==> src/stq_pkg.sv <==
// ----------------------------------------------------------------------------
// Sorted timer queue package
// Shared types, codes and defaults for the sorted delay timer queue.
// ----------------------------------------------------------------------------
package stq_pkg;

    // Default number of pending wake-ups the queue can hold.
    localparam int CAPACITY_DEF = 8;

    localparam int TIME_W  = 64;
    localparam int TAG_W   = 8;
    localparam int DELAY_W = 32;
    localparam int RATE_W  = 20;
    localparam int STAT_W  = 3;
    // A non-negative delay has DELAY_W-1 magnitude bits.
    localparam int MAG_W   = DELAY_W - 1;
    localparam int PROD_W  = MAG_W + RATE_W;

    // Configuration port.
    localparam int PADDR_W = 3;
    localparam int PDATA_W = 32;
    localparam logic [PADDR_W-3:0] REG_TICKS_PER_MS = '0;
    localparam logic [RATE_W-1:0]  TICKS_PER_MS_RST = RATE_W'(1000);

    // Opcodes.
    localparam logic OP_DELAY = 1'b0;
    localparam logic OP_TICK  = 1'b1;

    // Result status codes.
    localparam logic [STAT_W-1:0] ST_ACCEPTED    = 3'd0;
    localparam logic [STAT_W-1:0] ST_WOKEN       = 3'd1;
    localparam logic [STAT_W-1:0] ST_QUEUE_FULL  = 3'd2;
    localparam logic [STAT_W-1:0] ST_NEG_DELAY   = 3'd3;
    localparam logic [STAT_W-1:0] ST_NOTHING_DUE = 3'd4;

    typedef struct packed {
        logic                      opcode;
        logic [TAG_W-1:0]          process_tag;
        logic signed [DELAY_W-1:0] delay_ms;
        logic [TIME_W-1:0]         now;
    } in_word_t;

    typedef struct packed {
        logic [STAT_W-1:0] status;
        logic [TAG_W-1:0]  woken_tag;
        logic              last;
    } out_word_t;

    // One queue slot.
    typedef struct packed {
        logic              valid;
        logic [TIME_W-1:0] wake;
        logic [TAG_W-1:0]  tag;
    } entry_t;

    // Control broadcast to every cell of the chain.
    typedef struct packed {
        logic              insert;
        logic              pop;
        logic [TIME_W-1:0] wake;
        logic [TAG_W-1:0]  tag;
        logic [TIME_W-1:0] now;
    } chain_ctl_t;

    // Status returned by the chain to the controller.
    typedef struct packed {
        logic             head_due;
        logic             next_due;
        logic             full;
        logic [TAG_W-1:0] head_tag;
    } chain_stat_t;

endpackage

==> src/stq_cell.sv <==
// ----------------------------------------------------------------------------
// Sorted timer queue cell
// Holds one wake-up entry and shifts towards either neighbour on insert or pop.
// ----------------------------------------------------------------------------
module stq_cell (
    input  logic                aclk,
    input  logic                aresetn,
    input  stq_pkg::chain_ctl_t ctl,
    input  stq_pkg::entry_t     left_entry,
    input  logic                left_ge,
    input  stq_pkg::entry_t     right_entry,
    output stq_pkg::entry_t     entry,
    output logic                ge,
    output logic                due
);
    import stq_pkg::*;

    logic              valid_reg, valid_next;
    logic [TIME_W-1:0] wake_reg, wake_next;
    logic [TAG_W-1:0]  tag_reg, tag_next;

    // The new entry belongs at or before this cell; equal times go in front.
    assign ge  = !valid_reg || (ctl.wake <= wake_reg);
    assign due = valid_reg && (wake_reg <= ctl.now);

    assign entry = '{valid: valid_reg, wake: wake_reg, tag: tag_reg};

    always_comb begin
        valid_next = valid_reg;
        wake_next  = wake_reg;
        tag_next   = tag_reg;
        if (ctl.insert) begin
            if (ge) begin
                if (left_ge) begin
                    valid_next = left_entry.valid;
                    wake_next  = left_entry.wake;
                    tag_next   = left_entry.tag;
                end else begin
                    valid_next = 1'b1;
                    wake_next  = ctl.wake;
                    tag_next   = ctl.tag;
                end
            end
        end else if (ctl.pop) begin
            valid_next = right_entry.valid;
            wake_next  = right_entry.wake;
            tag_next   = right_entry.tag;
        end
    end

    always_ff @(posedge aclk) begin
        if (!aresetn) begin
            valid_reg <= 1'b0;
        end else begin
            valid_reg <= valid_next;
        end
    end

    always_ff @(posedge aclk) begin
        wake_reg <= wake_next;
        tag_reg  <= tag_next;
    end

endmodule

==> src/stq_chain.sv <==
// ----------------------------------------------------------------------------
// Sorted timer queue chain
// A row of cells kept in ascending wake order, head at cell zero.
// ----------------------------------------------------------------------------
module stq_chain #(
    parameter int CAPACITY = stq_pkg::CAPACITY_DEF
) (
    input  logic                 aclk,
    input  logic                 aresetn,
    input  stq_pkg::chain_ctl_t  ctl,
    output stq_pkg::chain_stat_t stat
);
    import stq_pkg::*;

    entry_t cells [CAPACITY];
    logic   ge    [CAPACITY];
    logic   due   [CAPACITY];

    for (genvar i = 0; i < CAPACITY; i++) begin : g_cell
        entry_t left_e;
        entry_t right_e;
        logic   left_g;

        if (i == 0) begin : g_first
            assign left_e = '0;
            assign left_g = 1'b0;
        end else begin : g_mid
            assign left_e = cells[i-1];
            assign left_g = ge[i-1];
        end

        if (i == CAPACITY - 1) begin : g_last
            assign right_e = '0;
        end else begin : g_inner
            assign right_e = cells[i+1];
        end

        stq_cell u_cell (
            .aclk        (aclk),
            .aresetn     (aresetn),
            .ctl         (ctl),
            .left_entry  (left_e),
            .left_ge     (left_g),
            .right_entry (right_e),
            .entry       (cells[i]),
            .ge          (ge[i]),
            .due         (due[i])
        );
    end

    if (CAPACITY > 1) begin : g_next
        assign stat.next_due = due[1];
    end else begin : g_no_next
        assign stat.next_due = 1'b0;
    end

    assign stat.head_due = due[0];
    assign stat.head_tag = cells[0].tag;
    // Entries are contiguous from the head, so the tail cell tells fullness.
    assign stat.full     = cells[CAPACITY-1].valid;

endmodule

==> src/sorted_delay_timer_queue_core.sv <==
// ----------------------------------------------------------------------------
// Sorted delay timer queue core
// Holds pending wake-ups sorted by wake time and releases them on ticks.
// ----------------------------------------------------------------------------
//
//  Channel | Ports                      | Carries
//  --------+----------------------------+---------------------------------------
//  input   | s_valid, s_ready, s_data   | delay request or tick word
//  result  | m_valid, m_ready, m_data   | status, woken tag and last flag
//  config  | psel, penable, pwrite, ... | ticks_per_ms at byte address 0
//
// A delay request passes from acceptance to its result word through the request
// register, the delay by rate multiplier, the 64-bit wake time adder and an
// insert into the cell chain in a single step.
// A tick is registered and then releases its due entries, since the chain pops
// one entry from its head in each cycle that the result channel is not stalled;
// a tick with nothing due gives one word. Reset is synchronous and clears the
// control state and every cell's valid bit at once, so no clearing pass is
// needed. A stalled result channel holds the output word and the sequencer in
// its insert, response or tick state.
module sorted_delay_timer_queue_core #(
    parameter int CAPACITY = stq_pkg::CAPACITY_DEF
) (
    input  logic                          aclk,
    input  logic                          aresetn,

    input  logic                          s_valid,
    output logic                          s_ready,
    input  stq_pkg::in_word_t             s_data,

    output logic                          m_valid,
    input  logic                          m_ready,
    output stq_pkg::out_word_t            m_data,

    input  logic                          psel,
    input  logic                          penable,
    input  logic                          pwrite,
    input  logic [stq_pkg::PADDR_W-1:0]   paddr,
    input  logic [stq_pkg::PDATA_W-1:0]   pwdata,
    output logic [stq_pkg::PDATA_W-1:0]   prdata,
    output logic                          pready
);
    import stq_pkg::*;

    // Sequencer states.
    localparam logic [2:0] S_IDLE = 3'd0;
    localparam logic [2:0] S_MUL  = 3'd1;
    localparam logic [2:0] S_ADD  = 3'd2;
    localparam logic [2:0] S_INS  = 3'd3;
    localparam logic [2:0] S_RESP = 3'd4;
    localparam logic [2:0] S_TICK = 3'd5;

    logic [2:0]        state_reg, state_next;
    logic [RATE_W-1:0] tpm_reg;
    logic [TAG_W-1:0]  tag_reg, tag_next;
    logic [MAG_W-1:0]  dly_reg, dly_next;
    logic [TIME_W-1:0] now_reg, now_next;
    logic [PROD_W-1:0] prod_reg, prod_next;
    logic [TIME_W-1:0] wake_reg, wake_next;
    logic [STAT_W-1:0] resp_reg, resp_next;

    logic              m_valid_reg, m_valid_next;
    out_word_t         m_data_reg, m_data_next;

    chain_ctl_t        chain_ctl;
    chain_stat_t       chain_stat;

    logic              s_fire;
    logic              slot_free;
    logic              cfg_write;

    // ------------------------------------------------------------------------
    // Configuration port. The register index sits above the byte offset.
    // ------------------------------------------------------------------------
    assign pready    = 1'b1;
    assign cfg_write = psel && penable && pwrite && pready
                       && (paddr[PADDR_W-1:2] == REG_TICKS_PER_MS);
    assign prdata    = (paddr[PADDR_W-1:2] == REG_TICKS_PER_MS)
                       ? PDATA_W'(tpm_reg) : '0;

    always_ff @(posedge aclk) begin
        if (!aresetn) begin
            tpm_reg <= TICKS_PER_MS_RST;
        end else if (cfg_write) begin
            tpm_reg <= pwdata[RATE_W-1:0];
        end
    end

    // ------------------------------------------------------------------------
    // Handshake. The output register frees its slot when the word is taken.
    // ------------------------------------------------------------------------
    assign s_ready   = (state_reg == S_IDLE);
    assign s_fire    = s_valid && s_ready;
    assign slot_free = !m_valid_reg || m_ready;
    assign m_valid   = m_valid_reg;
    assign m_data    = m_data_reg;

    // ------------------------------------------------------------------------
    // Sequencer and result generation.
    // ------------------------------------------------------------------------
    always_comb begin
        state_next   = state_reg;
        tag_next     = tag_reg;
        dly_next     = dly_reg;
        now_next     = now_reg;
        prod_next    = prod_reg;
        wake_next    = wake_reg;
        resp_next    = resp_reg;
        m_valid_next = m_valid_reg && !m_ready;
        m_data_next  = m_data_reg;

        chain_ctl.insert = 1'b0;
        chain_ctl.pop    = 1'b0;
        chain_ctl.wake   = wake_reg;
        chain_ctl.tag    = tag_reg;
        chain_ctl.now    = now_reg;

        unique case (state_reg)
            S_IDLE: begin
                if (s_fire) begin
                    tag_next = s_data.process_tag;
                    dly_next = s_data.delay_ms[MAG_W-1:0];
                    now_next = s_data.now;
                    // A negative delay is rejected before the full check.
                    priority if (s_data.opcode == OP_TICK) begin
                        state_next = S_TICK;
                    end else if (s_data.delay_ms[DELAY_W-1]) begin
                        resp_next  = ST_NEG_DELAY;
                        state_next = S_RESP;
                    end else if (chain_stat.full) begin
                        resp_next  = ST_QUEUE_FULL;
                        state_next = S_RESP;
                    end else begin
                        state_next = S_MUL;
                    end
                end
            end
            S_MUL: begin
                prod_next  = PROD_W'(dly_reg) * PROD_W'(tpm_reg);
                state_next = S_ADD;
            end
            S_ADD: begin
                // The sum wraps modulo two to the sixty-fourth.
                wake_next  = now_reg + TIME_W'(prod_reg);
                state_next = S_INS;
            end
            S_INS: begin
                if (slot_free) begin
                    chain_ctl.insert = 1'b1;
                    m_valid_next     = 1'b1;
                    m_data_next      = '{status: ST_ACCEPTED, woken_tag: tag_reg,
                                         last: 1'b1};
                    state_next       = S_IDLE;
                end
            end
            S_RESP: begin
                if (slot_free) begin
                    m_valid_next = 1'b1;
                    m_data_next  = '{status: resp_reg, woken_tag: tag_reg, last: 1'b1};
                    state_next   = S_IDLE;
                end
            end
            S_TICK: begin
                if (slot_free) begin
                    m_valid_next = 1'b1;
                    if (chain_stat.head_due) begin
                        chain_ctl.pop = 1'b1;
                        m_data_next   = '{status: ST_WOKEN,
                                          woken_tag: chain_stat.head_tag,
                                          last: !chain_stat.next_due};
                        if (!chain_stat.next_due) begin
                            state_next = S_IDLE;
                        end
                    end else begin
                        // Only reachable on the first cycle of a tick.
                        m_data_next = '{status: ST_NOTHING_DUE, woken_tag: '0,
                                        last: 1'b1};
                        state_next  = S_IDLE;
                    end
                end
            end
            default: begin
                state_next = S_IDLE;
            end
        endcase
    end

    always_ff @(posedge aclk) begin
        if (!aresetn) begin
            state_reg   <= S_IDLE;
            m_valid_reg <= 1'b0;
        end else begin
            state_reg   <= state_next;
            m_valid_reg <= m_valid_next;
        end
    end

    always_ff @(posedge aclk) begin
        tag_reg    <= tag_next;
        dly_reg    <= dly_next;
        now_reg    <= now_next;
        prod_reg   <= prod_next;
        wake_reg   <= wake_next;
        resp_reg   <= resp_next;
        m_data_reg <= m_data_next;
    end

    // ------------------------------------------------------------------------
    // The sorted chain of entry cells.
    // ------------------------------------------------------------------------
    stq_chain #(
        .CAPACITY (CAPACITY)
    ) u_chain (
        .aclk    (aclk),
        .aresetn (aresetn),
        .ctl     (chain_ctl),
        .stat    (chain_stat)
    );

    // ------------------------------------------------------------------------
    // Assertions.
    // ------------------------------------------------------------------------

    // An entry is never inserted into a full chain.
    a_no_insert_full: assert property (@(posedge aclk) disable iff (!aresetn)
        chain_ctl.insert |-> !chain_stat.full)
        else $error("insert into full timer queue");

    // A new word is only taken once the previous one has shown its last result.
    a_accept_after_last: assert property (@(posedge aclk) disable iff (!aresetn)
        s_fire |-> !(m_valid && !m_data.last))
        else $error("input accepted while a result sequence is unfinished");

    // A pop that is not the last leaves a due entry at the head.
    a_pop_continues: assert property (@(posedge aclk) disable iff (!aresetn)
        (chain_ctl.pop && chain_stat.next_due) |=> chain_stat.head_due)
        else $error("next entry not due after a non-final pop");

endmodule

==> config.mk <==
export PLATFORM = sky130hd
export DESIGN_NAME = sorted_delay_timer_queue_core
export DESIGN_NICKNAME = d
export VERILOG_FILES = /design/src/stq_pkg.sv /design/src/stq_cell.sv /design/src/stq_chain.sv /design/src/sorted_delay_timer_queue_core.sv
export SDC_FILE = /design/constraint.sdc
export NUM_CORES = 2
export LEC_CHECK = 0
export BUFFER_PORTS_ARGS = -buffer_cell sky130_fd_sc_hd__buf_2
export CORE_MARGIN = 2
export CORE_UTILIZATION = 40
export CTS_CLUSTER_SIZE = 25
export DETAILED_ROUTE_END_ITERATION = 16
export GPL_TIMING_DRIVEN = 0
export HOLD_SLACK_MARGIN = 0.08
export PLACE_DENSITY = 0.65
export REMOVE_ABC_BUFFERS = 1
export SKIP_CTS_REPAIR_TIMING = 1
export SYNTH_ARGS = -nofsm -noshare
export SYNTH_HDL_FRONTEND = slang
export SYNTH_HIERARCHICAL = 1
export SYNTH_SLANG_ARGS = --single-unit
==> constraint.sdc <==
create_clock -name aclk -period 19.3 [get_ports aclk]
set_input_delay 2.895 -clock aclk [delete_from_list [all_inputs] [get_ports aclk]]
set_output_delay 2.895 -clock aclk [all_outputs]
set_load 0.01 [all_outputs]
==> results.py <==
metrics = {
    "status": {
        "outcome": "finished, violations left",
        "violations": "capacitance limit",
    },
    "sta": {
        "period_needed_ns": 8.038,
        "worst_pin_slew_ns": 1.485,
        "setup_viol": 0,
        "finClkSkew_ns": 0.1076,
        "finalHoldViolations": 0,
        "slew_headroom_pct": 0.2467,
        "fin_crit_sh_pct": 41.65,
        "holdWs_ns": 0.5077,
        "rsz0062_at_grt": "no",
        "max_freq_ghz": 0.1244,
        "maxSlewViolCount": 0,
        "tns_ns": 0,
        "postLayoutSetupSlackWorst_ns": 11.26,
    },
    "clock_tree": {
        "cts_tree": "done",
        "clock_latency_ns": 0.79,
        "ctsLongestPathBuffers": 3,
        "clkSinkCount": 839,
        "clk_pin_slew_worst_paths_ns": 0.06,
        "cts-root-buf": "clkbuf_16",
        "cts_buffers": 101,
        "cts_htree_levels": 3,
    },
    "critical_path": {
        "crit_family": "adder cells",
        "endpoint_kind": "register",
        "worstPathCellList": "and2_1 > fa_1 > fa_1 > inv_1 > fa_1 > inv_1 > fa_1 > fa_1 > fa_1 > inv_1 > fa_1 > inv_1 > ha_1 > a21oi_1 > o21bai_1 > a221o_1 > a21oi_1 > o2111ai_1 > a311oi_1 > a31oi_1 > xor2_1",
        "reg2reg_slack_ns": 11.26,
        "cp_max_fo": 33,
        "cp.arrival_ns": 8.51,
        "critPathBufInv": 4,
        "critPathMaxStageDelay_ns": 1.20,
        "critPathKind": "reg -> reg",
        "crit_slowest_cell": "dfxtp_1",
        "cp-start-kind": "register",
        "critPathRequiredTime_ns": 19.78,
        "path_common_cell": "fa_1",
    },
    "final_layout": {
        "diodes": 0,
        "largest_reg_flops": 512,
        "syn_to_final_growth_pct": 10.78,
        "nets": 9806,
        "n_fill_cell": 17990,
        "layout-drive-gt1-share_pct": 6.413,
    },
    "pwr": {
        "finalPower_w": 0.009481,
        "p_seq_share_pct": 26.6,
        "intPower_w": 0.005439,
        "power.density_nw_per_um2": 110.1,
        "switchingPower_w": 0.004041,
        "ir_drop_uv": 151.8,
        "p_sw_share_pct": 42.63,
        "pwr-share-clk_pct": 21.4,
        "p_leak_nw": 42.38,
        "comb_power_share_pct": 52.0,
    },
    "synthesis": {
        "synth.cell_area_um2": 77740,
        "syn_inst": 8134,
        "avgSynthCellArea_um2": 9.557,
        "yosysWarningCount": 6,
    },
    "grt": {
        "grt_start_max_net_pins": 74,
        "grt.overflow.total": 0,
        "antenna_found_initial": 1,
        "grt_pass1_vias": 61240,
        "grt_first_pass_wirelength_um": 351500,
        "track_usage_pct": 22.77,
    },
    "route": {
        "drc": 0,
        "antenna_left": 0,
        "drtIter0Drc": 5253,
        "routed_wl_um": 227700,
        "num_vias": 60060,
        "viasPerCell": 5.510,
        "drtPass1Iterations": 6,
        "wl_per_cell_um": 20.89,
    },
    "floorplan": {
        "fp.dieArea_um2": 197900,
        "num_rows": 161,
        "pin_count": 194,
        "die_x_um": 444.8,
        "core-area_um2": 192800,
        "initial_core_util_pct": 40.32,
        "die_h_um": 444.8,
    },
    "job": {
        "cap_violations": 1,
    },
    "placed_design": {
        "post-place-ws_ns": 11.08,
        "gp_congestion": 0.9322,
        "place_hpwl_um": 169900,
        "port_buffers": 166,
    },
    "hold_path": {
        "hold_class": "reg -> reg",
    },
}
layer usage:
layer	share of wire (%)	track usage, %	vias up
li1	-	-	27880
met1	41	28.71	29490
met2	47	37.98	2176
met3	6.5	3.341	511
met4	5.6	11.59	2
met5	0.0057	0	-
cell type report:
cell class / instances / area [µm²] / area share [%]
clock buffer: 128 / 2690 / 3.124
multi-input combinational: 5809 / 47260 / 54.88
tap: 2526 / 3161 / 3.670
sequential: 839 / 24890 / 28.91
clock inverter: 61 / 819.5 / 0.9516
inverter: 1249 / 4693 / 5.450
timing repair buffer: 288 / 2601 / 3.020
power groups by stage:
stage	sequential, W	clock (W)	combinational (W)
6_report	0.00252	0.00203	0.00493
5_1_grt	0.00254	0.00214	0.00558
4_1_cts	0.00252	0.00207	0.00491
3_5_place_dp	0.00256	0	0.00487
3_3_place_gp	0.00257	0	0.00491
2_1_floorplan	0.00245	0	0.00375
stage by stage:
stage / util [%] / instances / cell area, µm²
after global routing: 44.67 / 10900 / 86120
final: 44.67 / 10900 / 86120
after detailed placement: 42.84 / 10710 / 82590
after floorplan: - / 7897 / 76740
after global placement: 41.88 / 10590 / 80730
after CTS: 44.66 / 10900 / 86100
worst min-delay path, delay by kind of cell, from the launching register on:
kind | cells | cell delay, ns
flip-flops | 1 | 0.33
AO/OA/AOI/OAI | 1 | 0.08
AND/OR/NAND/NOR | 1 | 0.05
placed cells by master (no fill, tap or decap), types with 25 or more instances in the layout:
| cell | count |
|---|---|
| inv_1 | 1248 |
| nand3_1 | 134 |
| nand4_1 | 154 |
| and4_1 | 34 |
| nor2_1 | 686 |
| mux2i_1 | 577 |
| xor2_1 | 37 |
| a221oi_1 | 46 |
| a21o_1 | 74 |
| edfxtp_1 | 807 |
| clkbuf_16 | 102 |
| o21bai_1 | 25 |
| nor2b_1 | 46 |
| xnor2_1 | 71 |
| fa_1 | 519 |
| buf_2 | 167 |
| o21ai_0 | 137 |
| buf_6 | 73 |
| and2_1 | 296 |
| nand2_1 | 639 |
| a21oi_1 | 918 |
| ha_1 | 852 |
| conb_1 | 160 |
| o211ai_1 | 28 |
| nor3_1 | 36 |
path summary, 6_finish.rpt:
path / startpoint / to / cells after the start
setup / recovery: tpm_reg[3]$_SDFFE_PN1P_ / prod_reg[49]$_DFFE_PP_ / 21
hold reg to reg: tpm_reg[11]$_SDFFE_PN0P_ / tpm_reg[11]$_SDFFE_PN0P_ / 2
hold / removal: tpm_reg[11]$_SDFFE_PN0P_ / tpm_reg[11]$_SDFFE_PN0P_ / 2
setup reg to reg: tpm_reg[3]$_SDFFE_PN1P_ / prod_reg[49]$_DFFE_PP_ / 21
Note: power is estimated with default switching activity, not from simulation.
